### src/sv/wlm_pkg.sv
// Shared types and constants for the weekly alarm match table.
// Holds the command codes, status codes, entry layout and compare structs.
// No dependencies.
`default_nettype none

package wlm_pkg;

    // Command codes carried on the input channel
    typedef enum logic [1:0] {
        CMD_APPEND = 2'd0,
        CMD_CLEAR  = 2'd1,
        CMD_CHECK  = 2'd2,
        CMD_MARK   = 2'd3
    } cmd_t;

    // Status codes carried on the result channel
    localparam logic [1:0] STATUS_OK       = 2'd0;
    localparam logic [1:0] STATUS_FULL     = 2'd1;
    localparam logic [1:0] STATUS_NOT_SYNC = 2'd2;

    // Last minute register value meaning no minute seen yet
    localparam logic [6:0] MINUTE_NONE = 7'd127;

    // One stored alarm entry, 27 bits
    typedef struct packed {
        logic       enabled;
        logic [6:0] day_mask;
        logic [5:0] minute;
        logic [4:0] hour;
        logic [7:0] module_id;
    } entry_t;

    // Search key presented to the compare unit
    typedef struct packed {
        logic [4:0] hour;
        logic [5:0] minute;
        logic [2:0] day_of_week;
        logic [7:0] module_id;
    } key_t;

    // Compare unit results
    typedef struct packed {
        logic due;
        logic key_hit;
    } match_t;

endpackage

`default_nettype wire

### src/sv/weekly_alarm_match_table.sv
// Top level of the weekly alarm match table: command sequencer, handled
// flags and result register. Uses wlm_pkg, wlm_entry_ram and wlm_match.
//
//  channel | direction | handshake          | payload
//  s_      | in        | s_valid / s_ready  | cmd, hour, minute, day_of_week, time_synced,
//          |           |                    | module_id, day_mask, entry_enabled
//  m_      | out       | m_valid / m_ready  | status, pending, pending_index/module/hour/
//          |           |                    | minute/day_mask, entry_count
//
// Append, clear and an unsynced check go from accept straight to the done state. A synced
// check or a mark handled scans the used entries one a cycle through the single read
// port and the shared compare unit; a check stops at its first due, unhandled entry.
// Reset clears the entry count and handled flags and sets the last minute seen to
// MINUTE_NONE. s_ready is low while a transaction is in work; a finished result
// waits in the output register while m_ready is low, and the next transaction is taken.
`default_nettype none

module weekly_alarm_match_table #(
    parameter int ENTRIES = 16
) (
    input  wire logic       aclk,
    input  wire logic       aresetn,
    input  wire logic       s_valid,
    output logic            s_ready,
    input  wire logic [1:0] s_cmd,
    input  wire logic [4:0] s_hour,
    input  wire logic [5:0] s_minute,
    input  wire logic [2:0] s_day_of_week,
    input  wire logic       s_time_synced,
    input  wire logic [7:0] s_module_id,
    input  wire logic [6:0] s_day_mask,
    input  wire logic       s_entry_enabled,
    output logic            m_valid,
    input  wire logic       m_ready,
    output logic [1:0]      m_status,
    output logic            m_pending,
    output logic [3:0]      m_pending_index,
    output logic [7:0]      m_pending_module,
    output logic [4:0]      m_pending_hour,
    output logic [5:0]      m_pending_minute,
    output logic [6:0]      m_pending_day_mask,
    output logic [4:0]      m_entry_count
);

    localparam int CW = $clog2(ENTRIES + 1);
    localparam int IW = (ENTRIES > 1) ? $clog2(ENTRIES) : 1;
    localparam logic [CW-1:0] FULL_COUNT = CW'(ENTRIES);

    typedef enum logic [1:0] {
        ST_IDLE,
        ST_SCAN,
        ST_DONE
    } state_t;

    state_t              state_reg, state_next;
    wlm_pkg::cmd_t       cmd_reg, cmd_next, s_cmd_code;
    wlm_pkg::key_t       key_reg, key_next;
    logic [CW-1:0]       count_reg, count_next;
    logic [CW-1:0]       ptr_reg, ptr_next;
    logic                eval_vld_reg, eval_vld_next;
    logic [IW-1:0]       eval_idx_reg, eval_idx_next;
    logic [ENTRIES-1:0]  flags_reg, flags_next;
    logic [6:0]          last_min_reg, last_min_next;
    logic [1:0]          status_reg, status_next;
    logic                hit_reg, hit_next;
    logic [IW-1:0]       hit_idx_reg, hit_idx_next;
    wlm_pkg::entry_t     hit_entry_reg, hit_entry_next;

    logic                m_valid_reg, m_valid_next;
    logic [1:0]          m_status_reg, m_status_next;
    logic                m_pending_reg, m_pending_next;
    logic [IW-1:0]       m_index_reg, m_index_next;
    wlm_pkg::entry_t     m_entry_reg, m_entry_next;
    logic [CW-1:0]       m_count_reg, m_count_next;

    logic                accept;
    logic                wr_en;
    wlm_pkg::entry_t     wr_data;
    logic                rd_en;
    wlm_pkg::entry_t     rd_data;
    wlm_pkg::match_t     match;
    logic                hit_now;
    logic [IW+3:0]       index_ext;
    logic [CW+4:0]       count_ext;

    assign s_cmd_code = wlm_pkg::cmd_t'(s_cmd);
    assign s_ready    = (state_reg == ST_IDLE);
    assign accept     = s_valid && s_ready;

    // Append writes the next free slot in the accept cycle
    assign wr_en = accept && (s_cmd_code == wlm_pkg::CMD_APPEND) && (count_reg < FULL_COUNT);
    assign wr_data.enabled   = s_entry_enabled;
    assign wr_data.day_mask  = s_day_mask;
    assign wr_data.minute    = s_minute;
    assign wr_data.hour      = s_hour;
    assign wr_data.module_id = s_module_id;

    wlm_entry_ram #(
        .DEPTH (ENTRIES),
        .AW    (IW)
    ) u_ram (
        .aclk    (aclk),
        .wr_en   (wr_en),
        .wr_addr (count_reg[IW-1:0]),
        .wr_data (wr_data),
        .rd_en   (rd_en),
        .rd_addr (ptr_reg[IW-1:0]),
        .rd_data (rd_data)
    );

    wlm_match u_match (
        .entry  (rd_data),
        .key    (key_reg),
        .result (match)
    );

    // First due, unhandled entry of a check stops the scan
    assign hit_now = (state_reg == ST_SCAN) && eval_vld_reg
                     && (cmd_reg == wlm_pkg::CMD_CHECK)
                     && match.due && !flags_reg[eval_idx_reg];
    assign rd_en   = (state_reg == ST_SCAN) && (ptr_reg < count_reg) && !hit_now;

    // Sequencer next state
    always_comb begin
        state_next     = state_reg;
        cmd_next       = cmd_reg;
        key_next       = key_reg;
        count_next     = count_reg;
        ptr_next       = ptr_reg;
        eval_vld_next  = 1'b0;
        eval_idx_next  = eval_idx_reg;
        flags_next     = flags_reg;
        last_min_next  = last_min_reg;
        status_next    = status_reg;
        hit_next       = hit_reg;
        hit_idx_next   = hit_idx_reg;
        hit_entry_next = hit_entry_reg;
        m_valid_next   = m_valid_reg && !m_ready;
        m_status_next  = m_status_reg;
        m_pending_next = m_pending_reg;
        m_index_next   = m_index_reg;
        m_entry_next   = m_entry_reg;
        m_count_next   = m_count_reg;

        case (state_reg)
            ST_IDLE: begin
                if (accept) begin
                    cmd_next              = s_cmd_code;
                    key_next.hour         = s_hour;
                    key_next.minute       = s_minute;
                    key_next.day_of_week  = s_day_of_week;
                    key_next.module_id    = s_module_id;
                    ptr_next              = '0;
                    status_next           = wlm_pkg::STATUS_OK;
                    hit_next              = 1'b0;
                    hit_idx_next          = '0;
                    hit_entry_next        = '0;
                    state_next            = ST_DONE;
                    case (s_cmd_code)
                        wlm_pkg::CMD_APPEND: begin
                            if (count_reg < FULL_COUNT) begin
                                count_next = count_reg + CW'(1);
                            end else begin
                                status_next = wlm_pkg::STATUS_FULL;
                            end
                        end
                        wlm_pkg::CMD_CLEAR: begin
                            count_next = '0;
                        end
                        wlm_pkg::CMD_CHECK: begin
                            if (!s_time_synced) begin
                                status_next = wlm_pkg::STATUS_NOT_SYNC;
                            end else begin
                                // New minute drops every handled flag
                                if ({1'b0, s_minute} != last_min_reg) begin
                                    last_min_next = {1'b0, s_minute};
                                    flags_next    = '0;
                                end
                                state_next = ST_SCAN;
                            end
                        end
                        wlm_pkg::CMD_MARK: begin
                            state_next = ST_SCAN;
                        end
                        default: begin
                            state_next = ST_DONE;
                        end
                    endcase
                end
            end

            ST_SCAN: begin
                // Issue the next read, evaluate the one returned
                if (rd_en) begin
                    ptr_next      = ptr_reg + CW'(1);
                    eval_vld_next = 1'b1;
                    eval_idx_next = ptr_reg[IW-1:0];
                end
                if (eval_vld_reg && (cmd_reg == wlm_pkg::CMD_MARK) && match.key_hit) begin
                    flags_next[eval_idx_reg] = 1'b1;
                end
                if (hit_now) begin
                    hit_next       = 1'b1;
                    hit_idx_next   = eval_idx_reg;
                    hit_entry_next = rd_data;
                    state_next     = ST_DONE;
                end else if (!rd_en && !eval_vld_reg) begin
                    state_next = ST_DONE;
                end
            end

            ST_DONE: begin
                // Hold until the output register is free
                if (!m_valid_reg || m_ready) begin
                    m_valid_next   = 1'b1;
                    m_status_next  = status_reg;
                    m_pending_next = hit_reg;
                    m_index_next   = hit_idx_reg;
                    m_entry_next   = hit_entry_reg;
                    m_count_next   = count_reg;
                    state_next     = ST_IDLE;
                end
            end

            default: begin
                state_next = ST_IDLE;
            end
        endcase
    end

    // State and registered outputs
    always_ff @(posedge aclk) begin
        if (!aresetn) begin
            state_reg    <= ST_IDLE;
            count_reg    <= '0;
            eval_vld_reg <= 1'b0;
            flags_reg    <= '0;
            last_min_reg <= wlm_pkg::MINUTE_NONE;
            m_valid_reg  <= 1'b0;
        end else begin
            state_reg    <= state_next;
            count_reg    <= count_next;
            eval_vld_reg <= eval_vld_next;
            flags_reg    <= flags_next;
            last_min_reg <= last_min_next;
            m_valid_reg  <= m_valid_next;
        end
        cmd_reg       <= cmd_next;
        key_reg       <= key_next;
        ptr_reg       <= ptr_next;
        eval_idx_reg  <= eval_idx_next;
        status_reg    <= status_next;
        hit_reg       <= hit_next;
        hit_idx_reg   <= hit_idx_next;
        hit_entry_reg <= hit_entry_next;
        m_status_reg  <= m_status_next;
        m_pending_reg <= m_pending_next;
        m_index_reg   <= m_index_next;
        m_entry_reg   <= m_entry_next;
        m_count_reg   <= m_count_next;
    end

    // Fit index and count to the port widths
    assign index_ext = {4'b0, m_index_reg};
    assign count_ext = {5'b0, m_count_reg};

    assign m_valid            = m_valid_reg;
    assign m_status           = m_status_reg;
    assign m_pending          = m_pending_reg;
    assign m_pending_index    = index_ext[3:0];
    assign m_pending_module   = m_entry_reg.module_id;
    assign m_pending_hour     = m_entry_reg.hour;
    assign m_pending_minute   = m_entry_reg.minute;
    assign m_pending_day_mask = m_entry_reg.day_mask;
    assign m_entry_count      = count_ext[4:0];

endmodule

`default_nettype wire

### src/sv/wlm_entry_ram.sv
// Entry storage for the weekly alarm match table: one write port, one
// registered read port. Depends on wlm_pkg for the entry layout.
`default_nettype none

module wlm_entry_ram #(
    parameter int DEPTH = 16,
    parameter int AW    = 4
) (
    input  wire logic            aclk,
    input  wire logic            wr_en,
    input  wire logic [AW-1:0]   wr_addr,
    input  wire wlm_pkg::entry_t wr_data,
    input  wire logic            rd_en,
    input  wire logic [AW-1:0]   rd_addr,
    output wlm_pkg::entry_t      rd_data
);

    wlm_pkg::entry_t mem [DEPTH];
    wlm_pkg::entry_t rd_data_reg;

    // Write on append, read on scan
    always_ff @(posedge aclk) begin
        if (wr_en) begin
            mem[wr_addr] <= wr_data;
        end
        if (rd_en) begin
            rd_data_reg <= mem[rd_addr];
        end
    end

    assign rd_data = rd_data_reg;

endmodule

`default_nettype wire

### src/sv/wlm_match.sv
// Shared compare unit: tests one stored entry against the search key.
// Depends on wlm_pkg for entry, key and result structs.
`default_nettype none

module wlm_match (
    input  wire wlm_pkg::entry_t entry,
    input  wire wlm_pkg::key_t   key,
    output wlm_pkg::match_t      result
);

    logic       time_hit;
    logic [7:0] mask_ext;

    // Weekday seven falls on the padding bit and never matches
    assign mask_ext = {1'b0, entry.day_mask};
    assign time_hit = (entry.hour == key.hour) && (entry.minute == key.minute);

    assign result.due     = entry.enabled && time_hit && mask_ext[key.day_of_week];
    assign result.key_hit = time_hit && (entry.module_id == key.module_id);

endmodule

`default_nettype wire

### config.mk
export PLATFORM = sky130hd
export DESIGN_NAME = weekly_alarm_match_table
export DESIGN_NICKNAME = d
export VERILOG_FILES = /design/src/sv/wlm_pkg.sv /design/src/sv/weekly_alarm_match_table.sv /design/src/sv/wlm_entry_ram.sv /design/src/sv/wlm_match.sv
export SDC_FILE = /design/constraint.sdc
export NUM_CORES = 1
export LEC_CHECK = 0
export ABC_AREA = 1
export BUFFER_PORTS_ARGS = -buffer_cell sky130_fd_sc_hd__buf_4
export CORE_MARGIN = 5
export CORE_UTILIZATION = 50
export CTS_CLUSTER_DIAMETER = 60
export DETAILED_ROUTE_END_ITERATION = 6
export PLACE_DENSITY = 0.73
export SETUP_SLACK_MARGIN = 0.5
export SLEW_MARGIN = 25
export SYNTH_ARGS = -nofsm -noshare
export SYNTH_HDL_FRONTEND = slang
export SYNTH_HIERARCHICAL = 1
export SYNTH_SLANG_ARGS = --single-unit
### constraint.sdc
create_clock -name aclk -period 3.21 [get_ports aclk]
set_input_delay 0.321 -clock aclk [delete_from_list [all_inputs] [get_ports aclk]]
set_output_delay 0.321 -clock aclk [all_outputs]
set_load 0.03 [all_outputs]
# ---- After elaboration in Yosys (flattened, before gate mapping)
# Memory sizes are Yosys's and may differ from the RTL's. A register that Yosys moved wholly into a read port is not among the register bits.
# Index checks and enable logic that the tools add are counted.
dict set report word_totals {
  ff_bits 136
  ramBits 432
  input_bits 37
  output_inout_bits 40
  word_cells 138
  n_memories 1
}
# name words word_bits rd rd_clocked_by_memory_dff write_ports line_no
set memory_table {}
lappend memory_table {u_ram.mem 16 27 1 1 1 wlm_entry_ram.sv:18} ;# wlm_pkg::entry_t mem [DEPTH];
dict set report op_classes {
  add_sub_neg 2
  magnitude_cmp 5
  eq_ne 21
  muxes 41
  bitwise_logic 1
  n_reduce_logical 39
}
# cell count
set op_table {}
lappend op_table {{16-bit two-way mux} 5}
lappend op_table {{26-bit two-way mux} 2}
lappend op_table {{26-bit one-hot mux with 2 select lines} 1}
lappend op_table {{16-bit one-hot mux with 2 select lines} 1}
lappend op_table {{5-bit one-hot mux with 2 select lines} 2}
lappend op_table {{1-bit logical AND} 18}
lappend op_table {{16-bit bitwise OR} 1}
lappend op_table {{5-bit two-way mux} 3}
lappend op_table {{2-bit two-way mux} 6}
lappend op_table {{2-bit by 1-bit != test with 1-bit output, second input constant} 6}
lappend op_table {{1-bit two-way mux} 11}
lappend op_table {{5-bit by 1-bit adder with 5-bit output, second input constant} 2}
lappend op_table {{2-bit == test, second input constant} 5}
lappend op_table {{3-bit AND reduction} 3}
lappend op_table {{8-bit == test} 1}
lappend op_table {{4-bit two-way mux} 2}
lappend op_table {{2-bit one-hot mux with 2 select lines} 2}
lappend op_table {{4-bit one-hot mux with 2 select lines} 1}
lappend op_table {{2-bit AND reduction} 4}
lappend op_table {{6-bit by 7-bit != test with 1-bit output} 1}
lappend op_table {{6-bit == test} 1}
lappend op_table {{1-bit zero test} 6}
lappend op_table {{2-bit != test, second input constant} 3}
lappend op_table {{2-bit one-hot mux with 3 select lines} 1}
lappend op_table {{other kinds (18)} 21}

# ---- Depth between registers and ports, before layout
dict set report depth {
  ltp_word 13
  ltp_mapped 14
  mapped_depth_nobuf 14
}

# ---- Cells and area by module
# Netlist, hierarchy kept.
# module n_inst cells_per_inst area_each_um2 seq_area_each_um2
set modules_own_cells {}
lappend modules_own_cells {wlm_entry_ram 1 1791 19334.8 13783.2}
lappend modules_own_cells {weekly_alarm_match_table 1 455 5340.1 3763.6}
lappend modules_own_cells {wlm_match 1 80 374.1 0.0}

# ---- Least setup slack after synthesis
# OpenSTA, ideal clock, no wires.
dict set report synth_path {
  path_type {reg2reg}
  from {register eval_idx_reg[0]}
  to {register hit_entry_reg[0] in the netlist's numbering (enable)}
  setup_ns 0.430
  arrival_ns 2.684
  required_ns 2.780
  slack_ns 0.096
  stages_incl_launch_ff 11
  path_buffers 1
  period_less_slack_ns 3.114
  path_cell_list {edfxtp_1 buf_6 nand2_1 o21ai_1 nand2_1 nand2_1 nand2_1 o21ai_1 a21oi_1 nand3_2 a21oi_1}
}
dict set report synth_between {
  elab_chain_len 6
}
# item line_no
set synth_rtl {}
lappend synth_rtl {{from (decl)} weekly_alarm_match_table.sv:61} ;# logic [IW-1:0] eval_idx_reg, eval_idx_next;
lappend synth_rtl {{from (signal assigned)} weekly_alarm_match_table.sv:251} ;# eval_idx_reg <= eval_idx_next;
lappend synth_rtl {{1-bit binary-select mux with 4-bit select} weekly_alarm_match_table.sv:120} ;# && match.due && !flags_reg[eval_idx_reg];
lappend synth_rtl {{1-bit two-way mux (implied by the code)} weekly_alarm_match_table.sv:120}
lappend synth_rtl {{1-bit zero test} weekly_alarm_match_table.sv:120}
lappend synth_rtl {{1-bit logical AND} weekly_alarm_match_table.sv:120}
lappend synth_rtl {{2-bit != test (no line)} --}
lappend synth_rtl {{3-bit AND reduction (no line)} --}
lappend synth_rtl {{to (signal assigned)} weekly_alarm_match_table.sv:255} ;# hit_entry_reg <= hit_entry_next;
lappend synth_rtl {{to (decl)} weekly_alarm_match_table.sv:67} ;# wlm_pkg::entry_t hit_entry_reg, hit_entry_next;
# No other way between the ends. The select of a mux whose other input is x is not followed.
# A chain may end at the register's enable or synchronous reset.

# ---- Worst setup path in the final report
dict set report layout_path {
  from {register state_reg[0]}
  to {memory u_ram/mem[5][7] in the netlist's numbering (enable)}
}
dict set report layout_between {
  elab_chain_len 6
}
# item line_no
set layout_rtl {}
lappend layout_rtl {{from (decl)} weekly_alarm_match_table.sv:55} ;# state_t state_reg, state_next;
lappend layout_rtl {{from (signal assigned)} weekly_alarm_match_table.sv:241} ;# state_reg <= state_next;
lappend layout_rtl {{2-bit zero test} weekly_alarm_match_table.sv:87} ;# assign s_ready = (state_reg == ST_IDLE);
lappend layout_rtl {{1-bit logical AND} weekly_alarm_match_table.sv:88} ;# assign accept = s_valid && s_ready;
lappend layout_rtl {{1-bit logical AND (2 in a row)} weekly_alarm_match_table.sv:91} ;# assign wr_en = accept && (s_cmd_code == wlm_pkg::CMD_APPEND) && (count_reg < FULL_COUNT);
lappend layout_rtl {{via wr_en} weekly_alarm_match_table.sv:77} ;# logic wr_en;
lappend layout_rtl {{1-bit two-way mux} wlm_entry_ram.sv:23} ;# if (wr_en) begin
lappend layout_rtl {{1-bit two-way mux (implied by the code)} wlm_entry_ram.sv:24} ;# mem[wr_addr] <= wr_data;
lappend layout_rtl {{to (decl)} wlm_entry_ram.sv:18}
# The timed path passes the listed nets, and every way through them passes these cells.

==> impl_metrics.py <==
metrics = {
    "critical_path": {
        "cp_max_fo": 17,
        "worstReg2RegStart": "state_reg[0]$_SDFFE_PN0P_",
        "crit_arrival_ns": 2.69,
        "required_ns": 3.48,
        "cp-startpoint": "state_reg[0]$_SDFFE_PN0P_",
        "reg2reg_setup_slack_ns": 0.80,
        "crit_end": "u_ram/mem[5][7]$_DFFE_PP_",
        "rr_worst_depth": 7,
        "worstSetupStartpointType": "flip-flop",
        "path_class": "reg2reg",
        "reg2reg_to": "u_ram/mem[5][7]$_DFFE_PP_",
        "cp-end-kind": "flip-flop",
    },
    "route": {
        "first_pass_iters": 5,
        "antenna_left": 0,
        "drcViolationCount": 0,
        "vias": 16500,
        "drt_iter0_markers": 1867,
        "wl_um": 59600,
        "wl_per_cell_um": 19.0,
        "routed_via_density": 5.25,
    },
    "synthesis": {
        "synthTopCellsByCount": "nand2_1, edfxtp_1, inv_1",
        "seq_area_frac_synth_pct": 70.0,
        "syn-num-nets": 2369,
        "synth-main-ff-cell": "edfxtp_1",
        "syn-cell-area_mm2": 0.0250,
        "yosys_register_bits": 595,
        "yosys.cell_types.count": 40,
        "avgSynthCellArea_um2": 10.8,
        "synth_top_area_cell": "edfxtp_1",
        "postSynthCellCount": 2326,
        "yosys_warnings": 6,
        "synth_top_area_share_pct": 67.5,
        "synth_most_common_cell": "nand2_1",
        "yosys-top-cells-area": "edfxtp_1, nand2_1, nand3_1",
        "synthArstFlopShare_pct": 0,
        "synth_edf_count": 563,
    },
    "global_routing": {
        "grt_pass1_wl_um": 90900,
        "grt_pass1_vias": 15700,
        "grt_max_degree": 117,
        "grt-ovfl-total": 0,
        "antenna_found_initial": 0,
        "track_usage_pct": 21.7,
    },
    "cells_and_area": {
        "multi_input_area_mm2": 0.00551,
        "nets": 2467,
        "final_layout_size_suffix_gt1_share_pct": 10.4,
        "nFillCells": 4002,
        "area_growth_pct": 13.9,
        "seq_area_mm2": 0.0175,
        "fin_cells": 3143,
        "largest_register_ffs": 432,
    },
    "sta": {
        "hold_ws_ns": 0.0452,
        "period_needed_ns": 2.41,
        "fin_ws_ns": 0.797,
        "maxSlewHeadroom_pct": 32.1,
        "worst_pin_slew_ns": 1.02,
        "maxSlewViolCount": 0,
        "finalSetupTns_ns": 0,
        "setup_viol": 0,
        "rsz0062_at_grt": "no",
        "max_freq_ghz": 0.414,
        "clock_skew_ns": 0.0182,
        "hold_viol_final": 0,
        "finalCritPeriodShare_pct": 75.2,
    },
    "clocking": {
        "cts_sinks": 595,
        "cts_resized": 0,
        "root_buffer": "clkbuf_16",
        "htreeDepth": 2,
        "clkLatencyLatePin_ns": 0.62,
        "cts_buffers": 58,
        "path_clk_slew_ns": 0.06,
        "cts_buffer_depth": 3,
        "cts_tree": "built",
    },
    "status": {
        "status": "finished clean",
    },
    "floorplan": {
        "dieArea_mm2": 0.0547,
        "start_util_pct": 50.2,
        "die_w_um": 234,
        "core_area_mm2": 0.0499,
        "ios": 77,
        "row_count": 82,
        "die_height_um": 234,
    },
    "place": {
        "dp_slack_ns": 0.811,
        "place_congestion": 0.863,
        "dp.cells": 3028,
        "place_hpwl_um": 36500,
        "port_buffers": 76,
    },
    "run": {
        "max_cap_viol_count": 0,
    },
    "power": {
        "pwr-share-comb_pct": 10.1,
        "p_seq_share_pct": 51.0,
        "ir_drop_v": 0.000464,
        "p_int_w": 0.0131,
        "switchingPower_w": 0.00418,
        "p_leak_nw": 11.8,
        "powerDensity_mw_per_mm2": 607,
        "clockPowerShare_pct": 38.9,
        "switching_share_pct": 24.1,
    },
    "min_path": {
        "hold_class": "in2reg",
    },
}
## power groups by stage
stage               registers, W  clock network (W)  logic (W)
global placement         0.00899                  0    0.00169
detailed placement       0.00900                  0    0.00171
CTS                      0.00884            0.00684    0.00173
global route             0.00885            0.00716    0.00189
floorplan                0.00907                  0   0.000985
finish                   0.00883            0.00674    0.00174
## worst max-delay path: stages, from the launching register on
cell      delay [ns]
dfxtp_1         0.37
nor2_4          0.21
nand2_4         0.13
nor4_2          0.17
buf_4           0.17
nand3b_1        0.43
nor2_4          0.24
buf_4           0.35
## metrics by stage
stage                     total power, W  instance area (µm²)  utilization [%]
after floorplan                   0.0101                25100                -
after global placement            0.0107                26600             53.3
after detailed placement          0.0107                26600             53.3
after CTS                         0.0174                28500             57.2
after global routing              0.0179                28500             57.2
final                             0.0173                28500             57.2
## layout by cell type, fill, tap and decap left out, drive strengths merged, types with 2 or more instances in the layout
cell         Yosys  final
a211oi           2      2
a21oi           29     29
buf             75    125
bufinv           0      5
clkbuf          20     73
clkinv           1     24
clkinvlp         0      3
dfxtp           32     32
dlygate4sd3      0      8
edfxtp         563    563
ha               6      6
inv            425    427
nand2          671    671
nand3          352    352
nand3b           3      3
nand4           11     11
nor2            93     93
nor3             4      4
o211ai           4      4
o21ai           11     11
or2              3      3
xnor2           13     13
xor2             5      5
## worst min-delay path by stage
stage	from	end	slack (ns)	cells after the start
4_1_cts	s_day_mask[5]	u_ram/mem[2][24]$_DFFE_PP_	0.03	1
6_report	s_day_mask[5]	u_ram/mem[2][24]$_DFFE_PP_	0.05	1
3_5_place_dp	hit_entry_reg[19]$_SDFFCE_PP0P_	m_pending_day_mask[0]$_DFFE_PP_	0.40	0
2_1_floorplan	hit_reg$_DFFE_PP_	m_pending$_DFFE_PP_	0.40	0
3_3_place_gp	hit_entry_reg[25]$_SDFFCE_PP0P_	m_pending_day_mask[6]$_DFFE_PP_	0.40	0
5_1_grt	s_day_mask[5]	u_ram/mem[2][24]$_DFFE_PP_	0.04	1
## logic make-up (layout without fill, tap and decap cells)
kind of cell / after synthesis / count (layout) / synth area share, %
DFF: 595 / 595 / 70.0
AOI/OAI and AO/OA: 47 / 47 / 1.06
adders and majority gates: 6 / 6 / 0.300
and+or+nand+nor: 1139 / 1139 / 19.4
buffers and inverters: 521 / 665 / 8.55
xor gates and xnor gates: 18 / 18 / 0.629
other: 0 / 1 / 0
## repair_timing
item,CTS,global route
hold buffers,8,0
buffers inserted,0,0
hold endpoints to repair,14,0
endpoints found under the setup margin,0,0
## final cells by class
cell class,instances,area share (%)
flip-flops and latches,595,61.5
multi-input cells,1210,19.3
well taps,672,2.95
repair buffers,133,3.96
inverters,426,5.65
clock inverters,33,1.01
diodes,1,0.00877
clock buffers,73,5.61
## layer usage
metal / wire length (µm) / share of wire (%) / vias to the layer above / global-route usage (%)
met2: 28700 / 48 / 734 / 35.6
met3: 5480 / 9.2 / 129 / 3.80
met1: 23400 / 39 / 7887 / 29.6
met5: 0 / 0 / - / 0
li1: - / - / 7765 / -
met4: 2040 / 3.4 / 0 / 7.25
Power figures use the tool's default switching activity.
